## src/hdl/ucf_pkg.sv

```systemverilog
// Package for the UART command-frame motor controller.
// Holds the channel word types, the parser phases, the command codes and the reply helper.
// No dependencies.
`timescale 1ns / 1ps
`default_nettype none

package ucf_pkg;

  // Bytes of the payload that a command ever reads (code plus four operand bytes).
  localparam int unsigned CMD_BYTES     = 5;
  localparam int unsigned PAYLOAD_DEPTH = 16;
  localparam int unsigned QUEUE_DEPTH   = 2;
  localparam int unsigned REPLY_LEN     = 6;

  localparam logic [7:0] SYNC_BYTE  = 8'h55;
  localparam logic [7:0] HDR_BYTE   = 8'haa;
  localparam logic [7:0] REPLY_TYPE = 8'h02;
  localparam logic [7:0] REPLY_PAD  = 8'h00;
  localparam logic [7:0] REPLY_END  = 8'h0a;
  localparam logic [7:0] REPLY_OK   = 8'hff;
  localparam logic [7:0] REPLY_BAD  = 8'hee;
  localparam logic [7:0] OWN_ADDR_RESET = 8'h01;

  localparam logic [15:0] BRAKE_PULSE   = 16'h00ee;
  localparam logic [15:0] BRAKE_RELEASE = 16'h01f0;

  localparam logic [7:0] CMD_REPLY   = 8'h01;
  localparam logic [7:0] CMD_FWD     = 8'h02;
  localparam logic [7:0] CMD_REV     = 8'h03;
  localparam logic [7:0] CMD_BRAKE   = 8'h04;
  localparam logic [7:0] CMD_LEFT    = 8'h05;
  localparam logic [7:0] CMD_RIGHT   = 8'h06;
  localparam logic [7:0] CMD_FWD_SPL = 8'h07;
  localparam logic [7:0] CMD_REV_SPL = 8'h08;
  localparam logic [7:0] CMD_BAL_1   = 8'h09;
  localparam logic [7:0] CMD_BAL_2   = 8'h0a;
  localparam logic [7:0] CMD_BAL_3   = 8'h0b;

  // Status characters '2' .. '9', 'a', 'b'.
  localparam logic [7:0] ST_FWD     = 8'h32;
  localparam logic [7:0] ST_REV     = 8'h33;
  localparam logic [7:0] ST_BRAKE   = 8'h34;
  localparam logic [7:0] ST_LEFT    = 8'h35;
  localparam logic [7:0] ST_RIGHT   = 8'h36;
  localparam logic [7:0] ST_FWD_SPL = 8'h37;
  localparam logic [7:0] ST_REV_SPL = 8'h38;
  localparam logic [7:0] ST_BAL_1   = 8'h39;
  localparam logic [7:0] ST_BAL_2   = 8'h61;
  localparam logic [7:0] ST_BAL_3   = 8'h62;

  localparam logic [3:0] DIR_FWD   = 4'h5;
  localparam logic [3:0] DIR_REV   = 4'ha;
  localparam logic [3:0] DIR_LEFT  = 4'h9;
  localparam logic [3:0] DIR_RIGHT = 4'h6;
  localparam logic [3:0] DIR_OFF   = 4'h0;

  typedef enum logic [2:0] {
    PH_SYNC,
    PH_HDR1,
    PH_HDR2,
    PH_LEN,
    PH_DATA
  } phase_e;

  typedef struct packed {
    logic [7:0] rx_byte;
    logic       rx_error;
  } rx_t;

  typedef struct packed {
    logic        tx_valid;
    logic [7:0]  tx_byte;
    logic [3:0]  dir_bits;
    logic [15:0] compare_a;
    logic [15:0] compare_b;
    logic [1:0]  balance_mode;
    logic        last;
  } tx_t;

  // One complete frame as handed from the parser to the executor.
  typedef struct packed {
    logic [7:0]  code;
    logic [15:0] pair_a;
    logic [15:0] pair_b;
  } cmd_t;

  function automatic logic [7:0] reply_byte(input logic [2:0] step, input logic [7:0] code);
    logic [7:0] r;
    case (step)
      3'd0:    r = SYNC_BYTE;
      3'd1:    r = HDR_BYTE;
      3'd2:    r = REPLY_TYPE;
      3'd3:    r = code;
      3'd4:    r = REPLY_PAD;
      default: r = REPLY_END;
    endcase
    return r;
  endfunction

endpackage

`default_nettype wire

```

## src/hdl/ucf_rx_if.sv

```systemverilog
// Receive byte channel: valid, ready and one received byte with its error flag.
// Depends on ucf_pkg.
`timescale 1ns / 1ps
`default_nettype none

interface ucf_rx_if;
  logic         valid;
  logic         ready;
  ucf_pkg::rx_t data;

  modport source (output valid, output data, input ready);
  modport sink   (input valid, input data, output ready);
endinterface

`default_nettype wire

```

## src/hdl/ucf_tx_if.sv

```systemverilog
// Result channel: valid, ready and one result word (transmit byte and motor state).
// Depends on ucf_pkg.
`timescale 1ns / 1ps
`default_nettype none

interface ucf_tx_if;
  logic         valid;
  logic         ready;
  ucf_pkg::tx_t data;

  modport source (output valid, output data, input ready);
  modport sink   (input valid, input data, output ready);
endinterface

`default_nettype wire

```

## src/hdl/ucf_cfg_if.sv

```systemverilog
// Configuration write channel: valid, ready and the node address.
// No dependencies.
`timescale 1ns / 1ps
`default_nettype none

interface ucf_cfg_if;
  logic       valid;
  logic       ready;
  logic [7:0] data;

  modport source (output valid, output data, input ready);
  modport sink   (input valid, input data, output ready);
endinterface

`default_nettype wire

```

## src/hdl/ucf_front.sv

```systemverilog
// Frame parser: checks sync and header, collects the payload and pushes finished frames.
// Depends on ucf_pkg, ucf_rx_if and ucf_cfg_if.
`timescale 1ns / 1ps
`default_nettype none

module ucf_front #(
  parameter int unsigned PAYLOAD_DEPTH = ucf_pkg::PAYLOAD_DEPTH
) (
  input  wire logic     clk_i,
  input  wire logic     rst_ni,
  ucf_rx_if.sink        rx_i,
  ucf_cfg_if.sink       cfg_i,
  input  wire logic     q_full_i,
  output ucf_pkg::cmd_t q_data_o,
  output logic          q_push_o
);

  localparam int unsigned IdxW = $clog2(PAYLOAD_DEPTH + 1);

  ucf_pkg::phase_e phase_q, phase_d;
  logic            header_ok_q, header_ok_d;
  logic [7:0]      left_q, left_d;
  logic [IdxW-1:0] idx_q, idx_d;
  logic [7:0]      store_q [ucf_pkg::CMD_BYTES];
  logic [7:0]      store_d [ucf_pkg::CMD_BYTES];
  logic [7:0]      addr_q;
  logic            take;
  logic [7:0]      b;

  assign rx_i.ready  = !q_full_i;
  assign cfg_i.ready = 1'b1;
  assign b           = rx_i.data.rx_byte;
  assign take        = rx_i.valid && !q_full_i && !rx_i.data.rx_error;

  // Next phase.
  always_comb begin
    phase_d = phase_q;
    if (take) begin
      case (phase_q)
        ucf_pkg::PH_SYNC: phase_d = (b == ucf_pkg::SYNC_BYTE) ? ucf_pkg::PH_HDR1 : ucf_pkg::PH_SYNC;
        ucf_pkg::PH_HDR1: phase_d = ucf_pkg::PH_HDR2;
        ucf_pkg::PH_HDR2: begin
          phase_d = (header_ok_q && b == addr_q) ? ucf_pkg::PH_LEN : ucf_pkg::PH_SYNC;
        end
        ucf_pkg::PH_LEN:  phase_d = (b == 8'd0) ? ucf_pkg::PH_SYNC : ucf_pkg::PH_DATA;
        ucf_pkg::PH_DATA: phase_d = (left_q == 8'd1) ? ucf_pkg::PH_SYNC : ucf_pkg::PH_DATA;
        default:          phase_d = ucf_pkg::PH_SYNC;
      endcase
    end
  end

  // Counters, payload capture and the push of a finished frame.
  always_comb begin
    header_ok_d = header_ok_q;
    left_d      = left_q;
    idx_d       = idx_q;
    store_d     = store_q;
    q_push_o    = 1'b0;
    if (take) begin
      case (phase_q)
        ucf_pkg::PH_HDR1: header_ok_d = (b == ucf_pkg::HDR_BYTE);
        ucf_pkg::PH_HDR2: header_ok_d = 1'b0;
        ucf_pkg::PH_LEN: begin
          idx_d    = '0;
          left_d   = b;
          q_push_o = (b == 8'd0);
        end
        ucf_pkg::PH_DATA: begin
          if (idx_q < IdxW'(PAYLOAD_DEPTH)) begin
            for (int i = 0; i < ucf_pkg::CMD_BYTES; i++) begin
              if (idx_q == IdxW'(i)) begin
                store_d[i] = b;
              end
            end
            idx_d = idx_q + 1'b1;
          end
          left_d   = left_q - 8'd1;
          q_push_o = (left_q == 8'd1);
        end
        default: ;
      endcase
    end
  end

  assign q_data_o.code   = store_d[0];
  assign q_data_o.pair_a = {store_d[1], store_d[2]};
  assign q_data_o.pair_b = {store_d[3], store_d[4]};

  always_ff @(posedge clk_i or negedge rst_ni) begin
    if (!rst_ni) begin
      phase_q     <= ucf_pkg::PH_SYNC;
      header_ok_q <= 1'b0;
      left_q      <= '0;
      idx_q       <= '0;
      addr_q      <= ucf_pkg::OWN_ADDR_RESET;
      for (int i = 0; i < ucf_pkg::CMD_BYTES; i++) begin
        store_q[i] <= '0;
      end
    end else begin
      phase_q     <= phase_d;
      header_ok_q <= header_ok_d;
      left_q      <= left_d;
      idx_q       <= idx_d;
      store_q     <= store_d;
      if (cfg_i.valid) begin
        addr_q <= cfg_i.data;
      end
    end
  end

endmodule

`default_nettype wire

```

## src/hdl/ucf_queue.sv

```systemverilog
// Short frame queue between the parser and the executor.
// Depends on ucf_pkg.
`timescale 1ns / 1ps
`default_nettype none

module ucf_queue (
  input  wire logic           clk_i,
  input  wire logic           rst_ni,
  input  wire logic           push_i,
  input  wire ucf_pkg::cmd_t  push_data_i,
  output logic                full_o,
  input  wire logic           pop_i,
  output logic                head_valid_o,
  output ucf_pkg::cmd_t       head_o
);

  localparam int unsigned PtrW = $clog2(ucf_pkg::QUEUE_DEPTH);
  localparam int unsigned CntW = $clog2(ucf_pkg::QUEUE_DEPTH + 1);

  ucf_pkg::cmd_t   mem_q [ucf_pkg::QUEUE_DEPTH];
  logic [PtrW-1:0] wr_q, rd_q;
  logic [CntW-1:0] cnt_q;

  assign full_o       = (cnt_q == CntW'(ucf_pkg::QUEUE_DEPTH));
  assign head_valid_o = (cnt_q != '0);
  assign head_o       = mem_q[rd_q];

  always_ff @(posedge clk_i) begin
    if (push_i) begin
      mem_q[wr_q] <= push_data_i;
    end
  end

  always_ff @(posedge clk_i or negedge rst_ni) begin
    if (!rst_ni) begin
      wr_q  <= '0;
      rd_q  <= '0;
      cnt_q <= '0;
    end else begin
      if (push_i) begin
        wr_q <= wr_q + 1'b1;
      end
      if (pop_i) begin
        rd_q <= rd_q + 1'b1;
      end
      case ({push_i, pop_i})
        2'b10:   cnt_q <= cnt_q + 1'b1;
        2'b01:   cnt_q <= cnt_q - 1'b1;
        default: cnt_q <= cnt_q;
      endcase
    end
  end

endmodule

`default_nettype wire

```

## src/hdl/ucf_back.sv

```systemverilog
// Command executor: holds the motor state and emits the result words of each frame.
// Depends on ucf_pkg and ucf_tx_if.
`timescale 1ns / 1ps
`default_nettype none

module ucf_back (
  input  wire logic           clk_i,
  input  wire logic           rst_ni,
  input  wire logic           head_valid_i,
  input  wire ucf_pkg::cmd_t  head_i,
  output logic                pop_o,
  ucf_tx_if.source            tx_o
);

  logic [2:0]   step_q;
  logic [3:0]   dir_q;
  logic [15:0]  cmp_a_q, cmp_b_q;
  logic [1:0]   bal_q;
  logic         out_valid_q;
  ucf_pkg::tx_t out_q, word;
  logic         emit;

  assign emit  = head_valid_i && (!out_valid_q || tx_o.ready);
  assign pop_o = emit && word.last;

  always_comb begin
    word.tx_valid     = 1'b1;
    word.tx_byte      = '0;
    word.dir_bits     = dir_q;
    word.compare_a    = cmp_a_q;
    word.compare_b    = cmp_b_q;
    word.balance_mode = bal_q;
    word.last         = 1'b1;
    case (head_i.code)
      ucf_pkg::CMD_REPLY: begin
        word.tx_byte = ucf_pkg::reply_byte(step_q, ucf_pkg::REPLY_OK);
        word.last    = (step_q == 3'(ucf_pkg::REPLY_LEN - 1));
      end
      ucf_pkg::CMD_FWD, ucf_pkg::CMD_REV, ucf_pkg::CMD_LEFT, ucf_pkg::CMD_RIGHT: begin
        word.compare_a = head_i.pair_a;
        word.compare_b = head_i.pair_a;
        case (head_i.code)
          ucf_pkg::CMD_FWD: begin
            word.dir_bits = ucf_pkg::DIR_FWD;
            word.tx_byte  = ucf_pkg::ST_FWD;
          end
          ucf_pkg::CMD_REV: begin
            word.dir_bits = ucf_pkg::DIR_REV;
            word.tx_byte  = ucf_pkg::ST_REV;
          end
          ucf_pkg::CMD_LEFT: begin
            word.dir_bits = ucf_pkg::DIR_LEFT;
            word.tx_byte  = ucf_pkg::ST_LEFT;
          end
          default: begin
            word.dir_bits = ucf_pkg::DIR_RIGHT;
            word.tx_byte  = ucf_pkg::ST_RIGHT;
          end
        endcase
      end
      ucf_pkg::CMD_FWD_SPL: begin
        word.dir_bits  = ucf_pkg::DIR_FWD;
        word.compare_a = head_i.pair_a;
        word.compare_b = head_i.pair_b;
        word.tx_byte   = ucf_pkg::ST_FWD_SPL;
      end
      ucf_pkg::CMD_REV_SPL: begin
        word.dir_bits  = ucf_pkg::DIR_REV;
        word.compare_a = head_i.pair_a;
        word.compare_b = head_i.pair_b;
        word.tx_byte   = ucf_pkg::ST_REV_SPL;
      end
      ucf_pkg::CMD_BRAKE: begin
        if (step_q == 3'd0) begin
          // Short reverse pulse: both line pairs take the inverse of the old low pair, dir_q[1:0].
          word.tx_valid  = 1'b0;
          word.dir_bits  = {~dir_q[1], ~dir_q[0], ~dir_q[1], ~dir_q[0]};
          word.compare_a = ucf_pkg::BRAKE_PULSE;
          word.compare_b = ucf_pkg::BRAKE_PULSE;
          word.last      = 1'b0;
        end else begin
          word.dir_bits  = ucf_pkg::DIR_OFF;
          word.compare_a = ucf_pkg::BRAKE_RELEASE;
          word.compare_b = ucf_pkg::BRAKE_RELEASE;
          word.tx_byte   = ucf_pkg::ST_BRAKE;
        end
      end
      ucf_pkg::CMD_BAL_1: begin
        word.balance_mode = 2'd1;
        word.tx_byte      = ucf_pkg::ST_BAL_1;
      end
      ucf_pkg::CMD_BAL_2: begin
        word.balance_mode = 2'd2;
        word.tx_byte      = ucf_pkg::ST_BAL_2;
      end
      ucf_pkg::CMD_BAL_3: begin
        word.balance_mode = 2'd3;
        word.tx_byte      = ucf_pkg::ST_BAL_3;
      end
      default: begin
        word.tx_byte = ucf_pkg::reply_byte(step_q, ucf_pkg::REPLY_BAD);
        word.last    = (step_q == 3'(ucf_pkg::REPLY_LEN - 1));
      end
    endcase
  end

  assign tx_o.valid = out_valid_q;
  assign tx_o.data  = out_q;

  always_ff @(posedge clk_i) begin
    if (emit) begin
      out_q <= word;
    end
  end

  always_ff @(posedge clk_i or negedge rst_ni) begin
    if (!rst_ni) begin
      step_q      <= '0;
      dir_q       <= '0;
      cmp_a_q     <= '0;
      cmp_b_q     <= '0;
      bal_q       <= '0;
      out_valid_q <= 1'b0;
    end else begin
      if (emit) begin
        out_valid_q <= 1'b1;
        dir_q       <= word.dir_bits;
        cmp_a_q     <= word.compare_a;
        cmp_b_q     <= word.compare_b;
        bal_q       <= word.balance_mode;
        step_q      <= word.last ? 3'd0 : step_q + 3'd1;
      end else if (tx_o.ready) begin
        out_valid_q <= 1'b0;
      end
    end
  end

endmodule

`default_nettype wire

```

## src/hdl/uart_command_frame_motor_ctrl.sv

```systemverilog
// UART command-frame receiver and motor controller, top level.
// Takes one received byte per cycle; frame results pass the queue and a registered output.
// Results leave one word per cycle while tx is ready; a reply is 6 words, brake 2, others 1.
// Input stalls only while the two-entry frame queue is full. Reset is asynchronous, active
// low, and clears parser, queue, motor state and node address at once; no clearing pass.
// Depends on ucf_pkg, the three channel interfaces, ucf_front, ucf_queue and ucf_back.
`timescale 1ns / 1ps
`default_nettype none

module uart_command_frame_motor_ctrl #(
  parameter int unsigned PAYLOAD_DEPTH = ucf_pkg::PAYLOAD_DEPTH
) (
  input  wire logic clk_i,
  input  wire logic rst_ni,
  ucf_rx_if.sink    rx_i,
  ucf_cfg_if.sink   cfg_i,
  ucf_tx_if.source  tx_o
);

  // The parser (front) sees every byte and, when a frame is complete, pushes its
  // command code and the two operand pairs into a short queue. The executor (back)
  // pops frames and produces their result words through a registered output, so a
  // stalled transmitter holds back only the executor while the parser keeps taking
  // bytes until the queue fills.

  ucf_pkg::cmd_t push_data;
  ucf_pkg::cmd_t head;
  logic          push;
  logic          full;
  logic          pop;
  logic          head_valid;

  ucf_front #(
    .PAYLOAD_DEPTH(PAYLOAD_DEPTH)
  ) u_front (
    .clk_i    (clk_i),
    .rst_ni   (rst_ni),
    .rx_i     (rx_i),
    .cfg_i    (cfg_i),
    .q_full_i (full),
    .q_data_o (push_data),
    .q_push_o (push)
  );

  ucf_queue u_queue (
    .clk_i        (clk_i),
    .rst_ni       (rst_ni),
    .push_i       (push),
    .push_data_i  (push_data),
    .full_o       (full),
    .pop_i        (pop),
    .head_valid_o (head_valid),
    .head_o       (head)
  );

  // The executor keeps the direction lines, both compares and the balance mode;
  // every result word carries their values after that word.
  ucf_back u_back (
    .clk_i        (clk_i),
    .rst_ni       (rst_ni),
    .head_valid_i (head_valid),
    .head_i       (head),
    .pop_o        (pop),
    .tx_o         (tx_o)
  );

endmodule

`default_nettype wire
```

## src/flat_wrapper.sv

```systemverilog
// flat-port wrapper written by rule: the top's interface ports become plain ports
module uart_command_frame_motor_ctrl_flat 
#(
  parameter int unsigned PAYLOAD_DEPTH = ucf_pkg::PAYLOAD_DEPTH
)
  (clk_i, rst_ni, rx_i_valid, rx_i_data, rx_i_ready, cfg_i_valid, cfg_i_data, cfg_i_ready, tx_o_valid, tx_o_data, tx_o_ready);
  ucf_rx_if rx_i_i ();
  ucf_cfg_if cfg_i_i ();
  ucf_tx_if tx_o_i ();
  input  wire logic clk_i;
  input  wire logic rst_ni;
  input wire logic [$bits(rx_i_i.valid)-1:0] rx_i_valid;
  input wire logic [$bits(rx_i_i.data)-1:0] rx_i_data;
  output wire logic [$bits(rx_i_i.ready)-1:0] rx_i_ready;
  input wire logic [$bits(cfg_i_i.valid)-1:0] cfg_i_valid;
  input wire logic [$bits(cfg_i_i.data)-1:0] cfg_i_data;
  output wire logic [$bits(cfg_i_i.ready)-1:0] cfg_i_ready;
  output wire logic [$bits(tx_o_i.valid)-1:0] tx_o_valid;
  output wire logic [$bits(tx_o_i.data)-1:0] tx_o_data;
  input wire logic [$bits(tx_o_i.ready)-1:0] tx_o_ready;
  assign rx_i_i.valid = rx_i_valid;
  assign rx_i_i.data = rx_i_data;
  assign rx_i_ready = rx_i_i.ready;
  assign cfg_i_i.valid = cfg_i_valid;
  assign cfg_i_i.data = cfg_i_data;
  assign cfg_i_ready = cfg_i_i.ready;
  assign tx_o_valid = tx_o_i.valid;
  assign tx_o_data = tx_o_i.data;
  assign tx_o_i.ready = tx_o_ready;
  uart_command_frame_motor_ctrl #(.PAYLOAD_DEPTH(PAYLOAD_DEPTH)) u_core (.clk_i(clk_i), .rst_ni(rst_ni), .rx_i(rx_i_i), .cfg_i(cfg_i_i), .tx_o(tx_o_i));
endmodule
```

## config.mk

```make
export PLATFORM = sky130hd
export DESIGN_NAME = uart_command_frame_motor_ctrl_flat
export DESIGN_NICKNAME = d
export VERILOG_FILES = /design/src/hdl/ucf_pkg.sv /design/src/hdl/ucf_rx_if.sv /design/src/hdl/ucf_tx_if.sv /design/src/hdl/ucf_cfg_if.sv /design/src/hdl/ucf_front.sv /design/src/hdl/ucf_queue.sv /design/src/hdl/ucf_back.sv /design/src/hdl/uart_command_frame_motor_ctrl.sv /design/src/flat_wrapper.sv
export SDC_FILE = /design/constraint.sdc
export NUM_CORES = 1
export LEC_CHECK = 0
export ABC_CLOCK_PERIOD_IN_PS = 3600
export BUFFER_PORTS_ARGS = -buffer_cell sky130_fd_sc_hd__buf_2
export CORE_MARGIN = 10
export CORE_UTILIZATION = 54
export DETAILED_ROUTE_END_ITERATION = 8
export GPL_TIMING_DRIVEN = 1
export PLACE_DENSITY = 0.74
export SLEW_MARGIN = 20
export SYNTH_ARGS = -nofsm -noshare
export SYNTH_HDL_FRONTEND = slang
export SYNTH_SLANG_ARGS = --single-unit
```

## constraint.sdc

```tcl
create_clock -name clk_i -period 3.6 [get_ports clk_i]
set_input_delay 0.36 -clock clk_i [delete_from_list [all_inputs] [get_ports clk_i]]
set_output_delay 0.36 -clock clk_i [all_outputs]
set_load 0.05 [all_outputs]
```

==> impl_metrics.py, run 1 <==
metrics = {
    "critical_path": {
        "ff2ff_path_depth": 5,
        "crit_slowest_cell": "o211ai_2",
        "cp-start-kind": "register",
        "critPathCaptureType": "register",
        "arrival_ns": 3.38,
        "critical_path_class": "reg2reg",
        "slowest_delay_ns": 0.75,
        "r2r-start": "u_core.u_queue.rd_q",
        "rr_endpoint": "u_core.u_back.tx_o.data[23]",
        "worstPathRequired_ns": 3.86,
        "cp_cell_sequence": "buf_4 > nor2_2 > o211ai_2 > nand2_2 > a221o_1",
        "reg2reg_slack_ns": 0.48,
        "path_max_fanout": 36,
    },
    "clock_tree": {
        "cts_hold_buf": 0,
        "cts_buffers": 24,
        "cts.reportedPaths.clkPinSlew_ns": 0.06,
        "worstSkewPairLatency_ns": 0.52,
        "cts.htree.levels": 1,
        "cts_setup_buffers": 0,
        "cts_buffer_depth": 3,
        "clock_sinks": 239,
        "post_cts_resized": 0,
        "cts_tree": "yes",
        "cts_root_buffer": "clkbuf_16",
    },
    "sta": {
        "min_period_ns": 3.12,
        "slew-limit-headroom": 0.293,
        "slew_viol_final": 0,
        "clock_skew_ns": 0.00757,
        "fin_crit_sh": 0.866,
        "fmax_ghz": 0.321,
        "tightest_slew_ns": 1.05,
        "holdWs_ns": -0.0231,
        "rsz0062_at_grt": "false",
        "totalNegativeSetupSlack_ns": 0,
        "finalHoldViolations": 22,
        "setup_viol": 0,
    },
    "power": {
        "peakVddDrop_uv": 442,
        "p_per_area_nw_per_um2": 669,
        "leakage_uw": 0.00488,
    },
    "synth": {
        "ys_async_sr_fraction": 0.464,
        "syn_nets": 794,
        "netlist_instances": 760,
        "synth-main-ff-cell": "edfxtp_1",
        "ys_seq_area_frac": 0.631,
        "ys_top_cells_by_area": "edfxtp_1, dfrtp_1, mux2_2, mux2i_1, o21ai_0",
        "synth_top_area_frac": 0.366,
        "yosysTopAreaCell": "edfxtp_1",
        "synth_seq_cells": 239,
        "syn_area_um2": 10500,
        "yosysWarnings": 0,
        "synth_edf_count": 128,
        "syn_area_per_cell_um2": 13.8,
        "synth_cell_type_count": 84,
    },
    "detailed_routing": {
        "first_iter_violations": 432,
        "drt-met1-wl_mm": 10.3,
        "wl_per_cell_um": 19.8,
        "postRouteWirelength_mm": 22.0,
        "wl_met2_mm": 10.0,
        "firstDrtPassIters": 5,
        "vias": 6564,
        "viasPerCell": 5.91,
        "routed-wl-met3_mm": 1.26,
        "ant_nets": 0,
        "route.detailed.drc": 0,
        "top_layer_used": "met4",
    },
    "finish": {
        "multi_input_area_um2": 3590,
        "nFillCells": 1421,
        "area_growth_pct": 13.6,
        "final_cell_mix": "edfxtp_1, dfrtp_1, mux2_2",
        "mostFrequentLayoutCell": "edfxtp_1",
        "n_antenna_cell": 0,
        "post-route-util": 0.630,
        "ff_latch_area_um2": 6620,
        "layout.nets": 866,
        "drive_gt1_frac": 0.267,
    },
    "placed_design": {
        "portBuffers": 71,
        "dpl.hpwl_mm": 15.2,
        "gp_congestion": 0.906,
    },
    "die": {
        "io_pins": 73,
        "row_count": 50,
        "initial_utilization": 0.555,
        "die_area_um2": 25400,
        "coreArea_um2": 18900,
        "die_h_um": 159,
        "fp.dieW_um": 159,
    },
    "run_status": {
        "status": "complete, but fails checks",
        "violations": "hold timing",
    },
    "grt": {
        "grt_max_degree": 74,
        "grt.total_usage": 0.167,
        "antenna_found_initial": 0,
        "grt_remaining_overflow": 0,
        "grt_pass1_wl_mm": 35.4,
        "grt_pass1_vias": 6611,
    },
    "hold_path": {
        "worstHoldPathType": "in2async",
    },
    "job": {
        "max_cap_viol_count": 0,
    },
}
[stage by stage]
step / setup slack, ns / area [µm²] / total power (µW) / std cells / hold slack (ns)
CTS: 0.547 / 11900 / 8020 / 1110 / 0.00929
global placement: 0.727 / 11100 / 5390 / 1066 / 0.460
finish: 0.481 / 11900 / 7970 / 1110 / -0.0231
global route: 0.356 / 11900 / 8350 / 1110 / 0.0531
detailed placement: 0.522 / 11100 / 5500 / 1066 / 0.474
floorplan: 0.269 / 10500 / 5000 / 760 / 0.0644
[worst max-delay path: cells and delay by family (launching register included)]
kind	cells	cell delay, ns
buf+inv	1	0.53
compound gates	2	1.16
flops	1	0.57
simple gates	2	0.57
[layout make-up]
class                           count  share of cell area
Clock inverter                      7             0.00641
Tap cell                          260              0.0273
Multi-Input combinational cell    458               0.302
Clock buffer                       37              0.0631
Inverter                           28             0.00883
Sequential cell                   239               0.556
Timing Repair Buffer               81              0.0364
[state kept, by name (all words and copies together), names as in the netlist, 2 cells and up]
| signal | cells |
|---|---|
| u_core.u_front.store_q | 40 |
| u_core.u_queue.mem_q | 80 |
| u_core.u_back.step_q | 3 |
| u_core.u_back.bal_q | 2 |
| u_core.u_front.idx_q | 5 |
| u_core.u_front.phase_q | 3 |
| u_core.u_back.cmp_b_q | 16 |
| u_core.u_queue.cnt_q | 2 |
| u_core.u_back.cmp_a_q | 16 |
| u_core.u_back.dir_q | 4 |
| u_core.u_front.addr_q | 8 |
| u_core.u_front.left_q | 8 |
| u_core.u_back.tx_o.data | 48 |
[metal layers]
metal | track usage | vias up
met5 | 0 | -
met2 | 0.260 | 237
met4 | 0.0501 | 0
li1 | - | 3033
met3 | 0.0312 | 44
met1 | 0.232 | 3250
[logic make-up (layout without fill, tap and decap cells)]
family | count (synthesis) | in the layout | synth area share
other | 1 | 1 | 0.000358
adder cells (fa/ha/maj) | 12 | 12 | 0.0143
AND/OR/NAND/NOR | 151 | 151 | 0.0810
multiplexers | 119 | 119 | 0.124
AO/OA/AOI/OAI | 162 | 162 | 0.111
buffers and inverters | 63 | 153 | 0.0272
flip-flops | 239 | 239 | 0.631
XOR/XNOR | 13 | 13 | 0.0109
[worst max-delay path by stage]
| stage | slack (ns) | endpoint | startpoint |
|---|---|---|---|
| floorplan | 0.27 | u_core.u_queue.mem_q[0][0] | u_core.u_front.left_q[4] |
| global placement | 0.73 | u_core.u_back.tx_o.data[22] | u_core.u_queue.rd_q |
| detailed placement | 0.52 | u_core.u_back.tx_o.data[23] | u_core.u_queue.rd_q |
| CTS | 0.55 | u_core.u_back.tx_o.data[23] | u_core.u_queue.rd_q |
| global route | 0.36 | u_core.u_back.tx_o.data[23] | u_core.u_queue.rd_q |
| finish | 0.48 | u_core.u_back.tx_o.data[23] | u_core.u_queue.rd_q |
[where the power goes]
group          switching [µW]  total (µW)  internal [µW]  leakage, µW
clock network            1000        2520           1520     0.000411
logic                    1170        1720            546      0.00190
registers                 234        3730           3490      0.00257
[synthesized netlist by cell type, types with 3 or more instances]
cell type and count:
a21oi_1 26, a221o_1 12, a221oi_1 3, a31oi_1 7
and2_1 3, and3_1 5, buf_1 3, buf_2 12
buf_4 3, buf_6 3, clkbuf_1 14, dfrtp_1 110
edfxtp_1 128, ha_1 12, inv_1 26, mux2_2 78
mux2i_1 39, nand2_1 40, nand2b_1 5, nand3_1 12
nand3b_1 3, nand4_1 6, nor2_1 29, nor2b_1 3
nor3_1 9, nor4_1 6, o211a_1 3, o211ai_1 5
o21a_1 3, o21ai_0 41, o221ai_1 5, o22a_1 13
o22ai_1 7, o2bb2ai_1 9, or3_1 3, or4_4 3
xnor2_1 4, xor2_1 9
Note: power is estimated with default switching activity, not from simulation.
==> run 2: changes to the inputs <==
Settings changed: SETUP_SLACK_MARGIN from default to 0.5.
==> impl_metrics.py, run 2 (synthesis gave the netlist of run 1 again) <==
metrics = {
    "critical_path": {
        "crit_start": "u_core.u_front.left_q[4]",
        "critPathCaptureType": "register",
        "rr_endpoint": "u_core.u_queue.mem_q[0][26]",
        "cp-start-kind": "register",
        "r2r-start": "u_core.u_front.left_q[4]",
        "critical_path_class": "reg2reg",
        "path_max_fanout": 40,
        "cp-endpoint": "u_core.u_queue.mem_q[0][26]",
        "worstPathRequired_ns": 3.75,
        "arrival_ns": 3.12,
        "reg2reg_slack_ns": 0.63,
        "ff2ff_path_depth": 6,
    },
    "detailed_routing": {
        "viasPerCell": 5.91,
        "route.detailed.drc": 0,
        "first_iter_violations": 549,
        "ant_nets": 0,
        "postRouteWirelength_mm": 22.3,
        "firstDrtPassIters": 5,
        "wl_per_cell_um": 20.0,
        "vias": 6577,
    },
    "sta": {
        "slew-limit-headroom": 0.431,
        "rsz0062_at_grt": "false",
        "slew_viol_final": 0,
        "fmax_ghz": 0.336,
        "finalHoldViolations": 0,
        "fin_ws_ns": 0.628,
        "clock_skew_ns": 0.00812,
        "totalNegativeSetupSlack_ns": 0,
        "tightest_slew_ns": 0.854,
        "min_period_ns": 2.97,
        "setup_viol": 0,
        "fin_crit_sh": 0.826,
    },
    "hold_path": {
        "min-delay-start": "cfg_i_data[6]",
        "worstHoldPathType": "in2reg",
    },
    "clock_tree": {
        "worstSkewPairLatency_ns": 0.51,
        "cts.htree.levels": 1,
        "cts_setup_buffers": 0,
        "cts.reportedPaths.clkPinSlew_ns": 0.06,
        "cts_buffer_depth": 3,
        "cts_root_buffer": "clkbuf_16",
        "clock_sinks": 239,
        "cts_buffers": 24,
        "cts_tree": "yes",
    },
    "die": {
        "row_count": 50,
        "initial_utilization": 0.555,
        "die_area_um2": 25400,
        "coreArea_um2": 18900,
        "fp.dieW_um": 159,
        "die_h_um": 159,
        "io_pins": 73,
    },
    "finish": {
        "area_growth_pct": 14.1,
        "final_cell_mix": "edfxtp_1, dfrtp_1, mux2_2",
        "drive_gt1_frac": 0.265,
        "layout.nets": 868,
        "mostFrequentLayoutCell": "edfxtp_1",
        "nFillCells": 1398,
        "largest_reg_flops": 80,
        "regMostFlops": "u_core.u_queue.mem_q",
        "n_antenna_cell": 0,
        "ff_latch_area_um2": 6620,
        "multi_input_area_um2": 3620,
    },
    "run_status": {
        "status": "complete, no violations",
    },
    "placed_design": {
        "portBuffers": 71,
        "gp_congestion": 0.909,
        "post-place-ws_ns": 0.592,
        "dpl.hpwl_mm": 15.1,
    },
    "job": {
        "max_cap_viol_count": 0,
    },
    "grt": {
        "grt_max_degree": 67,
        "antenna_found_initial": 0,
        "grt_remaining_overflow": 0,
        "grt.total_usage": 0.171,
        "grt_pass1_wl_mm": 35.9,
        "grt_pass1_vias": 6614,
    },
    "power": {
        "peakVddDrop_uv": 399,
        "leakage_uw": 0.00487,
        "p_per_area_nw_per_um2": 668,
    },
}
-- run 2: cell count changes in the layout (fill, tap and decap cells not counted), moves of 2 or more --
cell and change:
buf_12 +2, bufinv_16 +3, clkbuf_16 -2, clkbuf_8 -6, clkinv_1 +5
-- run 2: how the worst min path moves through the flow --
stage                                 end  cells after the start  slack [ns]
2_1_floorplan      u_core.u_back.bal_q[0]                      0        0.06
3_3_place_gp   u_core.u_front.header_ok_q                      2        0.46
3_5_place_dp   u_core.u_front.header_ok_q                      2        0.47
4_1_cts          u_core.u_front.addr_q[6]                      2        0.05
5_1_grt          u_core.u_front.addr_q[5]                      2        0.05
6_report         u_core.u_front.addr_q[6]                      2        0.07
-- run 2: layout make-up --
cell class                 count  area share
tap                          260      0.0272
timing repair buffer          83      0.0397
multi-input combinational    458       0.303
inverter                      28     0.00889
clock inverter                15      0.0159
clock buffer                  29      0.0518
sequential                   239       0.554
-- run 2: through the flow --
stage               instances  cell area (µm²)  utilization  total power, µW  hold WS, ns
floorplan                 760            10500            -             5000       0.0644
CTS                      1112            11900        0.632             8040       0.0548
finish                   1112            12000        0.633             7990       0.0738
global route             1112            12000        0.633             8360       0.0517
global placement         1067            11100        0.588             5390        0.458
detailed placement       1067            11100        0.588             5490        0.473
-- run 2: timing repair --
item / CTS / global route
setup endpoints to repair: 0 / 18
resized for setup: 0 / 4
hold endpoints to repair: 64 / 0
hold buffers: 1 / 0
-- run 2: routing by layer --
metal	track usage	wire length [µm]	share of wire
met5	0	0	0
met4	0.0455	360	0.016
met3	0.0336	1340	0.060
met2	0.265	10200	0.46
met1	0.240	10400	0.46
-- run 2: power breakdown --
group / internal, µW / switching [µW] / leakage, µW
combinational: 548 / 1180 / 0.00191
sequential: 3490 / 231 / 0.00257
clock: 1520 / 1020 / 0.000390
-- run 2: worst max-delay path: stages (launching register included) --
cell and delay [ns]:
dfrtp_1 0.42, or4_4 0.58, or4b_2 0.64, o22ai_1 0.22
nand2_1 0.19, nor2_4 0.10, buf_4 0.43
